`src/sv/usbsw_pkg.sv`:
```
// Shared types, register indexes and command codes for the USB host share switch policy.
package usbsw_pkg;

  // Configuration register indexes
  localparam logic [2:0] REG_MODE_FLAGS  = 3'd0;
  localparam logic [2:0] REG_ON_THRESH   = 3'd1;
  localparam logic [2:0] REG_OFF_THRESH  = 3'd2;
  localparam logic [2:0] REG_ON_DWELL    = 3'd3;
  localparam logic [2:0] REG_OFF_DWELL   = 3'd4;
  localparam logic [2:0] REG_SHORT_MIN   = 3'd5;
  localparam logic [2:0] REG_LONG_MIN    = 3'd6;

  // Mode flag bit positions
  localparam int MF_STARTUP_FIRST     = 0;
  localparam int MF_FIRST_AVAILABLE   = 1;
  localparam int MF_CHANGE_CONNECT    = 2;
  localparam int MF_CHANGE_DISCONNECT = 3;
  localparam int MF_SELECT_UNPOWERED  = 4;
  localparam int MF_DISCONNECT_ALL    = 5;

  // Switch command codes
  localparam logic [1:0] TGT_DISCONNECT = 2'd0;
  localparam logic [1:0] TGT_CH1        = 2'd1;
  localparam logic [1:0] TGT_CH2        = 2'd2;

  localparam int NUM_CH    = 2;
  localparam int NUM_SLOTS = 4;

  typedef struct packed {
    logic [5:0]  mode_flags;
    logic [12:0] on_threshold_mv;
    logic [12:0] off_threshold_mv;
    logic [7:0]  on_dwell_ticks;
    logic [7:0]  off_dwell_ticks;
    logic [11:0] short_press_min;
    logic [11:0] long_press_min;
  } cfg_t;

  // Command bundle of one tick: slots in issue order, a mask of slots in use
  typedef struct packed {
    logic [NUM_SLOTS-1:0]      mask;
    logic [NUM_SLOTS-1:0][1:0] port;
  } bundle_t;

  function automatic logic [1:0] chan_code(input logic ch);
    return ch ? TGT_CH2 : TGT_CH1;
  endfunction

endpackage

```
`src/sv/usbsw_front.sv`:
```
// Front end: takes ticks, runs the power qualifiers and button logic, builds a command bundle.
module usbsw_front
  import usbsw_pkg::*;
(
  input  logic          clk,
  input  logic          rst_n,
  input  cfg_t          cfg,
  input  logic          tick_fire,
  input  logic [12:0]   vbus_mv_a,
  input  logic [12:0]   vbus_mv_b,
  input  logic          key_a_released,
  input  logic          key_a_held,
  input  logic [11:0]   key_a_duration,
  input  logic          key_b_released,
  input  logic          key_b_held,
  input  logic [11:0]   key_b_duration,
  output bundle_t       bundle,
  output logic          bundle_push
);

  logic [NUM_CH-1:0]      powered_r, powered_nxt;
  logic [NUM_CH-1:0][8:0] dwell_r, dwell_nxt;
  logic                   startup_r, startup_nxt;
  logic [NUM_CH-1:0]      latch_r, latch_nxt;

  logic [NUM_CH-1:0][12:0] volt;
  logic [NUM_CH-1:0]       rel, held;
  logic [NUM_CH-1:0][11:0] dur;
  logic [NUM_CH-1:0]       changed;

  assign volt = {vbus_mv_b, vbus_mv_a};
  assign rel  = {key_b_released, key_a_released};
  assign held = {key_b_held, key_a_held};
  assign dur  = {key_b_duration, key_a_duration};

  // Qualify power, handle buttons, apply channel policy
  always_comb begin
    logic       cond;
    logic [7:0] dwell_lim;
    logic [8:0] cnt_inc;
    powered_nxt = powered_r;
    dwell_nxt   = dwell_r;
    startup_nxt = startup_r;
    latch_nxt   = latch_r;
    changed     = '0;
    bundle.mask = '0;
    bundle.port = '0;

    for (int i = 0; i < NUM_CH; i++) begin
      cond      = powered_r[i] ? (volt[i] <= cfg.off_threshold_mv)
                               : (volt[i] >= cfg.on_threshold_mv);
      dwell_lim = powered_r[i] ? cfg.off_dwell_ticks : cfg.on_dwell_ticks;
      cnt_inc   = dwell_r[i] + 9'd1;
      if (cond) begin
        if (cnt_inc > {1'b0, dwell_lim}) begin
          powered_nxt[i] = ~powered_r[i];
          changed[i]     = 1'b1;
          dwell_nxt[i]   = '0;
        end else begin
          dwell_nxt[i]   = cnt_inc;
        end
      end else begin
        dwell_nxt[i] = '0;
      end
    end

    // Buttons: slot 0 for button 1, slot 1 for button 2
    for (int i = 0; i < NUM_CH; i++) begin
      if (!held[i]) latch_nxt[i] = 1'b0;
      if (rel[i]) begin
        if (dur[i] >= cfg.short_press_min && dur[i] < cfg.long_press_min &&
            (cfg.mode_flags[MF_SELECT_UNPOWERED] || powered_nxt[i])) begin
          bundle.mask[i] = 1'b1;
          bundle.port[i] = chan_code(i[0]);
        end
      end else if (held[i] && !latch_nxt[i] && dur[i] > cfg.long_press_min) begin
        latch_nxt[i] = 1'b1;
        if (i == 0 && cfg.mode_flags[MF_DISCONNECT_ALL]) begin
          bundle.mask[i] = 1'b1;
          bundle.port[i] = TGT_DISCONNECT;
        end
      end
    end

    // Channel policy: slots 2 and 3
    for (int i = 0; i < NUM_CH; i++) begin
      if (changed[i]) begin
        if (powered_nxt[i] && cfg.mode_flags[MF_CHANGE_CONNECT]) begin
          bundle.mask[2+i] = 1'b1;
          bundle.port[2+i] = chan_code(i[0]);
        end else if (!powered_nxt[i] && cfg.mode_flags[MF_CHANGE_DISCONNECT]) begin
          if (powered_nxt != '0) begin
            bundle.mask[2+i] = 1'b1;
            bundle.port[2+i] = powered_nxt[0] ? TGT_CH1 : TGT_CH2;
          end
        end else if (powered_nxt[i] && cfg.mode_flags[MF_FIRST_AVAILABLE]) begin
          if (powered_nxt[0] ^ powered_nxt[1]) begin
            bundle.mask[2+i] = 1'b1;
            bundle.port[2+i] = chan_code(i[0]);
          end
        end
      end else if (cfg.mode_flags[MF_STARTUP_FIRST] && startup_nxt && powered_nxt[i]) begin
        startup_nxt      = 1'b0;
        bundle.mask[2+i] = 1'b1;
        bundle.port[2+i] = chan_code(i[0]);
      end
    end
  end

  assign bundle_push = tick_fire && (bundle.mask != '0);

  // Commit state on each accepted tick
  always_ff @(posedge clk) begin
    if (!rst_n) begin
      powered_r <= '0;
      dwell_r   <= '0;
      startup_r <= 1'b1;
      latch_r   <= '0;
    end else if (tick_fire) begin
      powered_r <= powered_nxt;
      dwell_r   <= dwell_nxt;
      startup_r <= startup_nxt;
      latch_r   <= latch_nxt;
    end
  end

endmodule

```
`src/sv/usbsw_cmdq.sv`:
```
// Two-entry queue of command bundles between the front end and the issue stage.
module usbsw_cmdq
  import usbsw_pkg::*;
(
  input  logic    clk,
  input  logic    rst_n,
  input  logic    push,
  input  bundle_t push_data,
  input  logic    pop,
  output bundle_t head,
  output logic    not_empty,
  output logic    full
);

  bundle_t    ent_r [2];
  logic       wr_ptr_r, wr_ptr_nxt;
  logic       rd_ptr_r, rd_ptr_nxt;
  logic [1:0] count_r, count_nxt;

  assign head      = ent_r[rd_ptr_r];
  assign not_empty = (count_r != 2'd0);
  assign full      = (count_r == 2'd2);

  // Advance pointers and occupancy
  always_comb begin
    wr_ptr_nxt = push ? ~wr_ptr_r : wr_ptr_r;
    rd_ptr_nxt = pop  ? ~rd_ptr_r : rd_ptr_r;
    count_nxt  = count_r + {1'b0, push} - {1'b0, pop};
  end

  always_ff @(posedge clk) begin
    if (!rst_n) begin
      wr_ptr_r <= 1'b0;
      rd_ptr_r <= 1'b0;
      count_r  <= 2'd0;
    end else begin
      wr_ptr_r <= wr_ptr_nxt;
      rd_ptr_r <= rd_ptr_nxt;
      count_r  <= count_nxt;
    end
  end

  // Store entries
  always_ff @(posedge clk) begin
    if (push) ent_r[wr_ptr_r] <= push_data;
  end

endmodule

```
`src/sv/usbsw_issue.sv`:
```
// Issue stage: drains one bundle at a time and sends its commands one per cycle while out_tready is high.
module usbsw_issue
  import usbsw_pkg::*;
(
  input  logic       clk,
  input  logic       rst_n,
  input  bundle_t    q_head,
  input  logic       q_not_empty,
  output logic       q_pop,
  output logic       out_tvalid,
  input  logic       out_tready,
  output logic [1:0] out_port,
  output logic       out_last
);

  logic [NUM_SLOTS-1:0]      mask_r, mask_nxt;
  logic [NUM_SLOTS-1:0][1:0] port_r;
  logic                      ovalid_r, ovalid_nxt;
  logic [1:0]                oport_r;
  logic                      olast_r;

  logic                      out_load;
  logic [NUM_SLOTS-1:0]      rem_mask;
  logic [1:0]                sel_port;

  assign out_load = (mask_r != '0) && (!ovalid_r || out_tready);

  // Pick the first slot in use and clear it
  always_comb begin
    logic found;
    found    = 1'b0;
    rem_mask = mask_r;
    sel_port = TGT_DISCONNECT;
    for (int k = 0; k < NUM_SLOTS; k++) begin
      if (!found && mask_r[k]) begin
        found       = 1'b1;
        rem_mask[k] = 1'b0;
        sel_port    = port_r[k];
      end
    end
  end

  assign q_pop = q_not_empty && ((mask_r == '0) || (out_load && rem_mask == '0));

  always_comb begin
    mask_nxt = out_load ? rem_mask : mask_r;
    if (q_pop) mask_nxt = q_head.mask;
    ovalid_nxt = out_load ? 1'b1 : (out_tready ? 1'b0 : ovalid_r);
  end

  always_ff @(posedge clk) begin
    if (!rst_n) begin
      mask_r   <= '0;
      ovalid_r <= 1'b0;
    end else begin
      mask_r   <= mask_nxt;
      ovalid_r <= ovalid_nxt;
    end
  end

  // Hold payload of bundle and output register
  always_ff @(posedge clk) begin
    if (q_pop) port_r <= q_head.port;
    if (out_load) begin
      oport_r <= sel_port;
      olast_r <= (rem_mask == '0);
    end
  end

  assign out_tvalid = ovalid_r;
  assign out_port   = oport_r;
  assign out_last   = olast_r;

endmodule

```
`src/sv/usb_host_share_switch_policy_top.sv`:
```
// Top level of the USB host share switch policy: configuration registers and the front/queue/issue chain.
// One tick is accepted per cycle while the two-entry bundle queue has room; the front end qualifies
// power and buttons for a tick in that cycle. A tick produces zero to four switch commands, which
// the issue stage sends one per cycle through its output register while out_tready is high; a tick
// without commands is accepted but puts nothing into the queue.
// target_port 0 disconnects all, 1 or 2 selects that channel; tlast marks the tick's final command.
module usb_host_share_switch_policy_top
  import usbsw_pkg::*;
(
  input  logic        clk,
  input  logic        rst_n,
  // Tick input; tdata from bit 0: vbus_mv_a[12:0], vbus_mv_b[12:0], key_a_released,
  // key_a_held, key_a_duration[11:0], key_b_released, key_b_held, key_b_duration[11:0], zero pad
  input  logic        in_tvalid,
  output logic        in_tready,
  input  logic [55:0] in_tdata,
  // Command output; tdata from bit 0: target_port[1:0], zero pad
  output logic        out_tvalid,
  input  logic        out_tready,
  output logic [7:0]  out_tdata,
  output logic        out_tlast,
  // Configuration write port
  input  logic        cfg_we,
  input  logic [2:0]  cfg_addr,
  input  logic [12:0] cfg_wdata
);

  cfg_t       cfg_r;
  bundle_t    fe_bundle, q_head;
  logic       fe_push, q_pop, q_not_empty, q_full, tick_fire;
  logic [1:0] out_port;

  // Configuration registers
  always_ff @(posedge clk) begin
    if (!rst_n) begin
      cfg_r.mode_flags       <= 6'd63;
      cfg_r.on_threshold_mv  <= 13'd4500;
      cfg_r.off_threshold_mv <= 13'd3000;
      cfg_r.on_dwell_ticks   <= 8'd10;
      cfg_r.off_dwell_ticks  <= 8'd5;
      cfg_r.short_press_min  <= 12'd20;
      cfg_r.long_press_min   <= 12'd500;
    end else if (cfg_we) begin
      unique case (cfg_addr)
        REG_MODE_FLAGS: cfg_r.mode_flags       <= cfg_wdata[5:0];
        REG_ON_THRESH:  cfg_r.on_threshold_mv  <= cfg_wdata;
        REG_OFF_THRESH: cfg_r.off_threshold_mv <= cfg_wdata;
        REG_ON_DWELL:   cfg_r.on_dwell_ticks   <= cfg_wdata[7:0];
        REG_OFF_DWELL:  cfg_r.off_dwell_ticks  <= cfg_wdata[7:0];
        REG_SHORT_MIN:  cfg_r.short_press_min  <= cfg_wdata[11:0];
        REG_LONG_MIN:   cfg_r.long_press_min   <= cfg_wdata[11:0];
        default: ;
      endcase
    end
  end

  assign in_tready = ~q_full;
  assign tick_fire = in_tvalid & in_tready;

  usbsw_front u_front (
    .clk            (clk),
    .rst_n          (rst_n),
    .cfg            (cfg_r),
    .tick_fire      (tick_fire),
    .vbus_mv_a      (in_tdata[12:0]),
    .vbus_mv_b      (in_tdata[25:13]),
    .key_a_released (in_tdata[26]),
    .key_a_held     (in_tdata[27]),
    .key_a_duration (in_tdata[39:28]),
    .key_b_released (in_tdata[40]),
    .key_b_held     (in_tdata[41]),
    .key_b_duration (in_tdata[53:42]),
    .bundle         (fe_bundle),
    .bundle_push    (fe_push)
  );

  usbsw_cmdq u_cmdq (
    .clk       (clk),
    .rst_n     (rst_n),
    .push      (fe_push),
    .push_data (fe_bundle),
    .pop       (q_pop),
    .head      (q_head),
    .not_empty (q_not_empty),
    .full      (q_full)
  );

  usbsw_issue u_issue (
    .clk         (clk),
    .rst_n       (rst_n),
    .q_head      (q_head),
    .q_not_empty (q_not_empty),
    .q_pop       (q_pop),
    .out_tvalid  (out_tvalid),
    .out_tready  (out_tready),
    .out_port    (out_port),
    .out_last    (out_tlast)
  );

  assign out_tdata = {6'd0, out_port};

endmodule

```
`config.mk`:
```
export PLATFORM = sky130hd
export DESIGN_NAME = usb_host_share_switch_policy_top
export DESIGN_NICKNAME = d
export VERILOG_FILES = /design/src/sv/usbsw_pkg.sv /design/src/sv/usbsw_front.sv /design/src/sv/usbsw_cmdq.sv /design/src/sv/usbsw_issue.sv /design/src/sv/usb_host_share_switch_policy_top.sv
export SDC_FILE = /design/constraint.sdc
export NUM_CORES = 1
export LEC_CHECK = 0
export ABC_AREA = 1
export CORE_MARGIN = 2
export CORE_UTILIZATION = 35
export CTS_BUF_LIST = sky130_fd_sc_hd__clkbuf_4 sky130_fd_sc_hd__clkbuf_8
export DETAILED_ROUTE_END_ITERATION = 7
export DONT_BUFFER_PORTS = 1
export PLACE_DENSITY = 0.52
export SLEW_MARGIN = 0
export SYNTH_ARGS = -nofsm -noshare
export SYNTH_HDL_FRONTEND = slang
export SYNTH_SLANG_ARGS = --single-unit
export TNS_END_PERCENT = 20
```
`constraint.sdc`:
```
create_clock -name clk -period 10.3 [get_ports clk]
set_clock_uncertainty 0.15 [all_clocks]
set_input_delay 2.06 -clock clk [delete_from_list [all_inputs] [get_ports clk]]
set_output_delay 2.06 -clock clk [all_outputs]
set_load 0.02 [all_outputs]
```
# --- Word level (Yosys, flattened, before mapping) ---
# Memory sizes are Yosys's and may differ from the RTL's. A register that Yosys moved wholly into a read port is not among the register bits.
# Cells that the tools add are included.
totals:
  regBits: 115
  ramBits: 22
  mem_count: 1
  wordCells: 187
  output_inout_bits: 11
  in_bits: 77
op_classes:
  addsub: 4
  magnitude_cmp: 12
  n_bitwise: 7
  mux: 80
  n_eq_ne: 7
  reduce_logical: 53
mem_list:
  columns: ["name", "depth", "word_bits", "read_ports", "rd_ports_with_merged_regs", "wr", "line", "rtl"]
  rows:
  - ["u_cmdq.ent_r", 2, 11, 1, 1, 1, "usbsw_cmdq.sv:15", "bundle_t ent_r [2];"]
ops:
  columns: ["cell", "count"]
  rows:
  - ["two-way mux 1 bit", 54]
  - ["two-way mux 2 bit", 18]
  - ["two-way mux 9 bit", 4]
  - ["greater-or-equal comparator 13 bit", 2]
  - ["less-or-equal comparator 13 bit", 2]
  - ["logical AND 1 bit", 25]
  - ["greater-or-equal comparator 12 bit", 2]
  - ["greater-than comparator 12 bit", 2]
  - ["< comparator 12 bit", 2]
  - ["adder 9 x 1 -> 9 bit, second input constant", 2]
  - ["greater-than comparator 9 x 8 -> 1 bit", 2]
  - ["two-way mux 8 bit", 2]
  - ["AND reduction 2 bit", 7]
  - ["== test 3 bit, second input constant", 3]
  - ["zero test 1 bit", 8]
  - ["zero test 4 bit", 2]
  - ["two-way mux 4 bit", 2]
  - ["nonzero test 2 bit", 4]
  - ["nonzero test 4 bit", 2]
  - ["== test 3 x 2 -> 1 bit, second input constant", 2]
  - ["NOT 1 bit", 5]
  - ["logical OR 1 bit", 4]
  - ["== test 3 x 1 -> 1 bit, second input constant", 1]
  - ["zero test 3 bit", 1]
  - ["other kinds (5)", 5]

# --- Logic depth before layout (Yosys ltp) ---
# Gate-level depths: netlist of the first run.
logic_depth:
  ltp_word: 16
  mapped_depth: 36
  depth_no_buf: 36

# --- Modules after synthesis ---
# A second synthesis of the first run with hierarchy kept.
hier_totals:
  cells_unflattened: 1243
  hier_area_um2: 9285.2
by_module_without_submodules:
  columns: ["mod", "instances", "area_per_inst_um2", "seq_area_each_um2", "cells_each"]
  rows:
  - ["usbsw_front", 1, 4554.4, 440.4, 699]
  - ["usb_host_share_switch_policy_top", 1, 2885.3, 1441.4, 402]
  - ["usbsw_cmdq", 1, 1129.8, 820.8, 70]
  - ["usbsw_issue", 1, 715.7, 430.4, 72]

# --- Worst setup path after synthesis of the first run ---
# OpenSTA, ideal clock, no wires.
synth_timing:
  path_kind: "input-to-reg"
  from: "input in_tdata[12]"
  to: "register u_cmdq.count_r[1]"
  setup_slack_ps: 5072
  path_buffers: 0
  arrival_ps: 5008
  setup_ps: 70
  required_time_ps: 10080
  stages: 30
  cell_sequence: "ha_1 nand2_1 nor2_1 and2_1 nand2_1 nand2_1 nand2_1 nand2_1 nand2_2 nand3_4 nand2_2 nand2_1 inv_1 ha_1 inv_1 a21oi_1 inv_1 nand4_1 nand2_2 nor2_2 nand2_1 nor2_2 nand3_2 nand2_1 ha_1 inv_1 ha_1 xor2_1 o21ai_0 a21oi_1"
synth_between:
  elab_chain_cells: 14
  word_cells_on_any_way: 36
  cone_classes: "add/sub: 2; order compare: 2; mux: 19; bitwise: 1; reduce/logical: 12"
synth_rtl:
  columns: ["item", "line", "rtl"]
  rows:
  - ["start, declared", "usb_host_share_switch_policy_top.sv:16", "input logic [55:0] in_tdata,"]
  - ["greater-or-equal comparator 13 bit or less-or-equal comparator 13 bit (tied branches)", "usbsw_front.sv:51, usbsw_front.sv:50", null]
  - ["two-way mux 1 bit (*)", "usbsw_front.sv:50", "cond = powered_r[i] ? (volt[i] <= cfg.off_threshold_mv)"]
  - ["two-way mux 1 bit", "usbsw_front.sv:54", "if (cond) begin"]
  - ["logical AND 1 bit", "usbsw_front.sv:102", "end else if (cfg.mode_flags[MF_STARTUP_FIRST] && startup_nxt && powered_nxt[i]) begin"]
  - ["two-way mux 1 bit", "usbsw_front.sv:102", null]
  - ["two-way mux 1 bit", "usbsw_front.sv:87", "if (changed[i]) begin"]
  - ["logical AND 1 bit (2 in a row)", "usbsw_front.sv:102", null]
  - ["two-way mux 1 bit", "usbsw_front.sv:102", null]
  - ["two-way mux 1 bit", "usbsw_front.sv:87", null]
  - ["nonzero test 4 bit (*)", "usbsw_front.sv:110", "assign bundle_push = tick_fire && (bundle.mask != '0);"]
  - ["logical AND 1 bit (*)", "usbsw_front.sv:110", null]
  - ["adder 2 x 1 -> 2 bit (*)", "usbsw_cmdq.sv:28", "count_nxt = count_r + {1'b0, push} - {1'b0, pop};"]
  - ["subtractor 2 x 1 -> 2 bit (*)", "usbsw_cmdq.sv:28", null]
  - ["end signal, assigned", "usbsw_cmdq.sv:39", "count_r <= count_nxt;"]
  - ["end, declared", "usbsw_cmdq.sv:18", "logic [1:0] count_r, count_nxt;"]
# Mark *: on every way between the ends. The rest lies on a longest branch, timed or not.
# A chain may end at the register's enable or synchronous reset.

# --- Worst setup path in the final report of the first run ---
# Same ends and word-level chain as after synthesis.

==> results.cfg, run 1 <==
[clock_network]
numClockSinks = 131
tritoncts = done
clkSlewWorstSetupHoldPaths_ns = 0.09
cts_setup_buffers = 0
cts_resized = 0
clkLatencyLatePin_ns = 0.45
h-tree-depth = 4
root_buffer = clkbuf_8
cts_buffers = 17
cts_buffer_depth = 2
cts-hold-fix-buffers = 0

[drt]
wl_per_cell_um = 14.4
vias = 6885
drc_errors = 0
vias_per_cell = 4.71
drtIter0Drc = 326
wl_mm = 21.0
ant_nets = 0
first_pass_iters = 6

[timing]
tns_ns = 0
slew_violations = 0
max-slew-margin-rel_pct = 39.6
finalSetupViolCount = 0
tightest_slew_ns = 0.903
finalHoldViolCount = 0
finalCritPeriodShare_pct = 52.6
worst_slack_ns = 4.88
max_freq_ghz = 0.185
fin_crit_ns = 5.42
whs_ns = 0.316
rsz0062_at_grt = false

[floorplan]
fp.dieH_um = 160
initial_core_util_pct = 35.3
core_um2 = 24100
num_rows = 57
ios = 88
dieArea_um2 = 25600
die_x_um = 160

[place]
pre_cts_slack_ns = 4.43
dpl.hpwl_mm = 16.4
gp_congestion = 0.856
place.port_buffers = 0

[pwr]
irDropWorstVdd_uv = 103
p_leak_nw = 4.27
power_density_nw_per_um2 = 150

[logic_synthesis]
syn-cell-area_um2 = 8510
yosysUniqueCellTypes = 36
synthTopCellsByArea = dfxtp_1 24%, ha_1 18%, nand2_1 11%
synth_area_leader_cell = dfxtp_1
syn_area_per_cell_um2 = 7.52
synth-async-reset-ratio_pct = 0
synth_warnings = 0
synth-main-ff-cell = dfxtp_1
yosys.area.top_type_share_pct = 24.5
synth-edff-count = 27
ys_seq_area_share_pct = 34.0
ys_ff_latch = 131
synthCells = 1132

[critical_path]
r2r_start = u_front.dwell_r[9]
endpoint_kind = flop
r2r_slack_ns = 5.66
path_max_fanout = 6
cp.required_ns = 10.54
slowest_stage = ha_1
rr_endpoint = u_cmdq.count_r[1]
cp.depth = 30
path_buf_inv = 4
path_common_cell = nand2_1
crit_family = simple AND/OR/NAND/NOR gates
arrival_ns = 5.66
critical_path_class = in -> reg
startpoint_type = input pin
rr_worst_depth = 35
slowest_delay_ns = 0.28

[grt]
grt_usage_pct = 17.0
overflow = 0
grt_pass1_wl_mm = 34.4
antenna_found_initial = 0
grt_max_degree = 82
grt_pass1_vias = 6519

[hold_path]
hold_path_startpoint = cfg_r[71]
min_path_type = reg -> reg
hold_path_end = cfg_r[71]
hold_depth = 2

[finish]
post-route-util_pct = 38.1
layout-area-overhead-vs-synth_pct = 7.82
diodes = 0
final_cell_mix = 257 x nand2_1, 156 x inv_1, 121 x ha_1
fin_nets = 1323
layout_commonest_cell = nand2_1
drive_above_1_share_pct = 7.12

[status]
status = completed

[flow_run]
maxCapViolCount = 0
==> per-layer routing <==
layer / wire [um] / share of wire [%] / GRT usage, %
met5: 0 / 0 / 0
met1: 9790 / 47 / 21.9
met4: 303 / 1.4 / 3.93
met2: 10000 / 48 / 28.8
met3: 890 / 4.2 / 4.31
==> cell usage after synthesis (2+ instances only) <==
| master | count |
|---|---|
| nor2_2 | 3 |
| nand3_2 | 8 |
| buf_2 | 2 |
| o211ai_1 | 26 |
| nand4_1 | 17 |
| ha_1 | 121 |
| o21ai_0 | 76 |
| edfxtp_1 | 27 |
| dfxtp_1 | 104 |
| o31ai_1 | 2 |
| nand3b_1 | 3 |
| clkbuf_1 | 25 |
| xnor2_1 | 3 |
| inv_2 | 5 |
| a21oi_1 | 105 |
| a211oi_1 | 5 |
| inv_1 | 156 |
| nor3b_1 | 3 |
| mux2_2 | 9 |
| o21a_1 | 3 |
| nand2_2 | 15 |
| buf_4 | 6 |
| nor3_1 | 8 |
| nand3_1 | 45 |
| nor2_1 | 79 |
| nor2_4 | 3 |
| xor2_1 | 8 |
| nand2_1 | 257 |
==> power by group <==
group | leakage (nW) | internal, W | switching, W
registers | 1.10 | 0.000591 | 0.0000450
clock network | 0.185 | 0.000177 | 0.000246
logic | 2.98 | 0.000116 | 0.000204
==> area by class of cell <==
type                    count  area (um2)
flip-flops and latches    131        2890
inverters                 162         608
repair buffers              2        15.0
fillers                  2585       14900
clock inverters            15         141
well taps                 324         405
multi-input cells         811        4880
clock buffers              17         234
==> how the worst max path moves through the flow <==
stage                      start                  to  slack [ns]
finish              in_tdata[12]   u_cmdq.count_r[1]        4.88
global route        in_tdata[17]   u_cmdq.count_r[1]        4.49
CTS                 in_tdata[17]   u_cmdq.count_r[1]        4.89
detailed placement  in_tdata[12]  u_cmdq.ent_r[0][0]        4.43
global placement    in_tdata[17]  u_cmdq.ent_r[0][0]        4.45
floorplan           in_tdata[12]   u_cmdq.count_r[1]        5.07
==> cell families after synthesis <==
logic type                 count (synthesis)  share of synthesized area, %
and+or+nand+nor                          445                          22.9
adders and majority gates                121                          17.8
buffers and inverters                    195                          8.90
AOI/OAI and AO/OA                        219                          14.1
muxes                                      9                          1.19
DFF                                      131                          34.0
other                                      1                        0.0441
xor gates and xnor gates                  11                          1.13
==> worst reg2reg max path: cells and delay by family (launching register included) <==
kind | cells | cell delay, ns
simple gates | 19 | 1.86
fa+ha+maj | 5 | 1.15
flops | 1 | 0.42
buf+inv | 6 | 0.39
xor+xnor | 2 | 0.31
compound gates | 3 | 0.31
==> sequential cells by signal, summed over array words and instances (netlist names), 2 cells and up, named ones only <==
register and count:
u_cmdq.count_r 2, u_cmdq.ent_r 18, u_front.powered_r 2, u_issue.port_r 6, u_issue.mask_r 4, u_front.dwell_r 18, cfg_r 72, u_issue.out_port 2
==> through the flow <==
stage          total power, W  std cells  instance area [um2]
6_report              0.00138       1462                 9170
3_3_place_gp         0.000965       1430                 8800
5_1_grt               0.00148       1462                 9170
3_5_place_dp         0.000971       1430                 8800
2_1_floorplan        0.000898       1137                 8530
4_1_cts               0.00140       1462                 9170
(Power assumes the default switching activity.)
==> inputs of run 2 (changes only) <==
Clock period 10.3 ns to 5.5 ns, I/O delays scaled along.
==> results.cfg, run 2 (synthesized netlist as in run 1, its figures left out) <==
[critical_path]
r2r_start = u_front.dwell_r[9]
cp-startpoint = u_front.dwell_r[9]
startpoint_type = flop
slowest_delay_ns = 0.41
cp.required_ns = 5.74
slowest_stage = dfxtp_1
path_common_cell = nand2_1
critical_path_class = reg -> reg
endpoint_kind = flop
path_max_fanout = 6
arrival_ns = 4.84

[timing]
max-slew-margin-rel_pct = 42.3
finalCritPeriodShare_pct = 83.7
slew_violations = 0
tns_ns = 0
whs_ns = 0.309
max_freq_ghz = 0.217
tightest_slew_ns = 0.863
fin_crit_ns = 4.60
finalHoldViolCount = 0
rsz0062_at_grt = false
finalSetupViolCount = 0

[floorplan]
num_rows = 57
core_um2 = 24100
die_x_um = 160
fp.dieH_um = 160
initial_core_util_pct = 35.3
ios = 88
dieArea_um2 = 25600

[drt]
vias = 6856
first_pass_iters = 7
vias_per_cell = 4.69
ant_nets = 0
wl_per_cell_um = 14.3
drtIter0Drc = 285
drc_errors = 0
wl_mm = 21.0

[grt]
grt_pass1_wl_mm = 34.1
met2_usage_pct = 28.4
antenna_found_initial = 0
top_usage_layer = met2
overflow = 0
use_met1_pct = 21.3
grt_max_degree = 82
grt_pass1_vias = 6469
grt_usage_pct = 16.8
met3_usage_pct = 4.29

[finish]
fill_cells = 2652
diodes = 0
multi_input_area_um2 = 4880
layout-area-overhead-vs-synth_pct = 7.81
largest_reg_flops = 72
top_regs = cfg_r (72), u_cmdq.ent_r (18), u_front.dwell_r (18)
layout_commonest_cell = nand2_1
drive_above_1_share_pct = 7.20
postLayoutCellArea_um2 = 9170
regArea_um2 = 2890
finalNonFillerCells = 1463
fin_nets = 1324
top_register = cfg_r
final_cell_mix = 257 x nand2_1, 156 x inv_1, 121 x ha_1

[clock_network]
clkSlewWorstSetupHoldPaths_ns = 0.10
clkLatencyLatePin_ns = 0.46
cts_buffers = 17
numClockSinks = 131
cts_resized = 0
tritoncts = done
cts-hold-fix-buffers = 0
root_buffer = clkbuf_8
cts_buffer_depth = 2
cts_setup_buffers = 0
h-tree-depth = 4

[flow_run]
maxCapViolCount = 0

[hold_path]
hold_path_startpoint = u_cmdq.rd_ptr_r
min_path_type = reg -> reg

[place]
gp_congestion = 0.863
place.port_buffers = 0
place_inst = 1431
dpl.hpwl_mm = 16.5
placed_area_um2 = 8810

[status]
status = completed

[pwr]
power_density_nw_per_um2 = 281
p_leak_nw = 4.27
irDropWorstVdd_uv = 155
[run 2: layer usage]
layer	up-vias	routed length (um)
met2	112	9990
met1	2991	9670
met5	-	0
met3	17	981
met4	0	309
li1	3736	-
[run 2: worst max-delay path: cells and delay by family, from the launching register on]
family	cells	cell delay, ns
AOI/OAI and AO/OA	3	0.30
xor gates and xnor gates	2	0.32
adders and majority gates	5	1.15
buffers and inverters	6	0.38
DFF	1	0.41
and+or+nand+nor	19	1.81
[run 2: power by group]
part / leakage (nW) / total [W] / internal, W / switching (W)
combinational: 2.99 / 0.000596 / 0.000219 / 0.000377
sequential: 1.10 / 0.00119 / 0.00111 / 0.0000848
clock: 0.180 / 0.000788 / 0.000331 / 0.000457
[run 2: final cells by class]
class | count | area share [%]
Tap cell | 324 | 4.42
Inverter | 162 | 6.63
Clock inverter | 15 | 1.45
Sequential cell | 131 | 31.5
Clock buffer | 17 | 2.55
Timing Repair Buffer | 3 | 0.246
Multi-Input combinational cell | 811 | 53.2
[run 2: path summary, 6_finish.rpt]
kind / slack (ns) / endpoint / cells past startpoint
worst max register to register: 0.90 / u_cmdq.count_r[1] / 35
worst min register to register: 0.31 / u_cmdq.rd_ptr_r / 1
worst max-delay path: 0.90 / u_cmdq.count_r[1] / 35
worst min-delay path: 0.31 / u_cmdq.rd_ptr_r / 1
[run 2: stage by stage]
step | power [W] | util (%) | worst slack [ns]
detailed placement | 0.00182 | 36.5 | 0.605
finish | 0.00258 | 38.1 | 0.898
global placement | 0.00181 | 36.5 | 0.639
floorplan | 0.00168 | - | 1.23
global route | 0.00277 | 38.1 | 0.379
CTS | 0.00261 | 38.1 | 0.860
==> inputs of run 3 (changes only) <==
Clock period 5.5 ns to 4.6 ns, I/O delays scaled along.
==> results.cfg, run 3 (synthesized netlist as in run 1, its figures left out) <==
[timing]
max-slew-margin-rel_pct = 43.8
max_freq_ghz = 0.238
finalCritPeriodShare_pct = 91.5
fin_crit_ns = 4.21
finalHoldViolCount = 0
slew_violations = 0
tightest_slew_ns = 0.842
finalSetupViolCount = 0

[clock_network]
cts-hold-fix-buffers = 0
tritoncts = done
clkLatencyLatePin_ns = 0.46
clkSlewWorstSetupHoldPaths_ns = 0.09
cts_buffer_depth = 2
cts_buffers = 17
root_buffer = clkbuf_8
numClockSinks = 131
h-tree-depth = 4

[pwr]
clkPwrFrac_pct = 30.2
power_density_nw_per_um2 = 332
p_sw_w = 0.00113
pwr-share-comb_pct = 24.5
sw_frac_of_total_pct = 35.9
pwr-share-seq_pct = 45.3
power.internal_w = 0.00201
p_leak_nw = 4.36
irDropWorstVdd_uv = 194

[finish]
diodes = 0
top_regs = cfg_r (72), u_cmdq.ent_r (18), u_front.dwell_r (18)
final_cell_mix = 252 x nand2_1, 153 x inv_1, 115 x ha_1
top_register = cfg_r
fin_nets = 1339
postLayoutCellArea_um2 = 9460
finalNonFillerCells = 1478
layout-area-overhead-vs-synth_pct = 11.2
layout_commonest_cell = nand2_1
drive_above_1_share_pct = 11.4
largest_reg_flops = 72

[drt]
routed-wl-met2_mm = 10.0
top_layer = met4
routed-wl-met3_um = 850
route.layer.met1.wl_mm = 10.0
drtIter0Drc = 338
wl_per_cell_um = 14.3
vias = 7021
vias_per_cell = 4.75
drc_errors = 0
first_pass_iters = 5
ant_nets = 0
wl_mm = 21.1

[grt]
grt_pass1_wl_mm = 34.5
grt_usage_pct = 16.8
overflow = 0
antenna_found_initial = 0
grt_pass1_vias = 6696
grt_max_degree = 82

[critical_path]
critical_path_class = reg -> reg
endpoint_kind = flop
startpoint_type = flop
cp.depth = 25
crit_family = simple AND/OR/NAND/NOR gates
slowest_delay_ns = 0.59
slowest_stage = nor2_1
cp.required_ns = 4.53
arrival_ns = 4.14
rr_worst_depth = 25
path_max_fanout = 9
path_common_cell = nand2_1
path_buf_inv = 4

[floorplan]
fp.dieH_um = 160
die_x_um = 160
ios = 88
dieArea_um2 = 25600
num_rows = 57
initial_core_util_pct = 35.3
core_um2 = 24100

[hold_path]
min_path_type = reg -> reg
hold_depth = 1

[place]
gp_congestion = 0.858
place.port_buffers = 0
placed_area_um2 = 8880
dpl.hpwl_mm = 16.3
place_inst = 1441

[status]
status = completed

[flow_run]
maxCapViolCount = 0
[run 3: changes by cell type in the layout (fill, tap and decap cells not counted), moves of 4 or more]
cell	delta
buf_4	+14
clkinv_4	+4
dfxtp_1	-7
dfxtp_2	+7
ha_1	-6
ha_4	+6
inv_6	-4
nand2_1	-5
nand2_2	+5
nand3_1	-5
nand3_2	+5
[run 3: layer usage]
metal  vias to the layer above  GRT usage, %
met2                       106          28.7
li1                       3759             -
met5                         -             0
met4                         0          3.85
met3                        13          3.82
met1                      3143          21.7
[run 3: per-stage QoR]
stage	hold WS (ns)	setup WS (ns)	total power, W	util (%)	TNS (ns)
4_1_cts	0.315	0.106	0.00315	38.4	0
2_1_floorplan	0.276	0.512	0.00201	-	0
3_5_place_dp	0.295	0.0254	0.00220	36.8	0
5_1_grt	0.338	-0.0242	0.00337	39.2	-0.0242
6_report	0.312	0.392	0.00314	39.2	0
3_3_place_gp	0.289	0.0175	0.00219	36.8	0
[run 3: final cells by class]
class                           count  area, um2
Timing Repair Buffer               18        139
Multi-Input combinational cell    811       5030
Fill cell                        2574      14600
Inverter                          162        608
Clock buffer                       17        234
Clock inverter                     15        136
Sequential cell                   131       2900
Tap cell                          324        405
[run 3: final timing paths]
kind,startpoint,endpoint,slack [ns]
worst min-delay path,u_cmdq.rd_ptr_r,flop,0.31
worst max-delay path,u_front.dwell_r[9],u_cmdq.ent_r[0][5],0.39
worst max register to register,u_front.dwell_r[9],u_cmdq.ent_r[0][5],0.39
worst min register to register,u_cmdq.rd_ptr_r,flop,0.31
[run 3: power by group through the flow]
stage | combinational (W) | sequential, W | clock [W]
finish | 0.000770 | 0.00142 | 0.000948
global route | 0.000907 | 0.00144 | 0.00102
CTS | 0.000753 | 0.00142 | 0.000973
detailed placement | 0.000748 | 0.00145 | 0
global placement | 0.000738 | 0.00145 | 0
floorplan | 0.000601 | 0.00141 | 0
[run 3: timing repair]
| item | in CTS | in global routing |
|---|---|---|
| endpoints found under the setup margin | 0 | 15 |
| gates resized for setup | 0 | 40 |
| setup buffers | 0 | 5 |
| hold endpoints to repair | 0 | 0 |
[run 3: worst reg2reg max path, stage by stage (launching register included)]
cell and delay (ns):
dfxtp_2 0.37, buf_4 0.15, nand3_2 0.09, nor2_2 0.14
nand2_1 0.07, xor2_1 0.13, inv_1 0.09, ha_1 0.28
nand2_1 0.05, inv_2 0.07, nand4_1 0.13, nor2_1 0.13
nor2_1 0.05, nand2_1 0.07, nand3_2 0.10, nand2_2 0.11
nand2_4 0.05, buf_4 0.15, ha_1 0.19, nor3_1 0.34
nor2_4 0.07, nand2_1 0.08, nor2_2 0.05, nand3_2 0.08
nand2_2 0.07, nor2_1 0.59
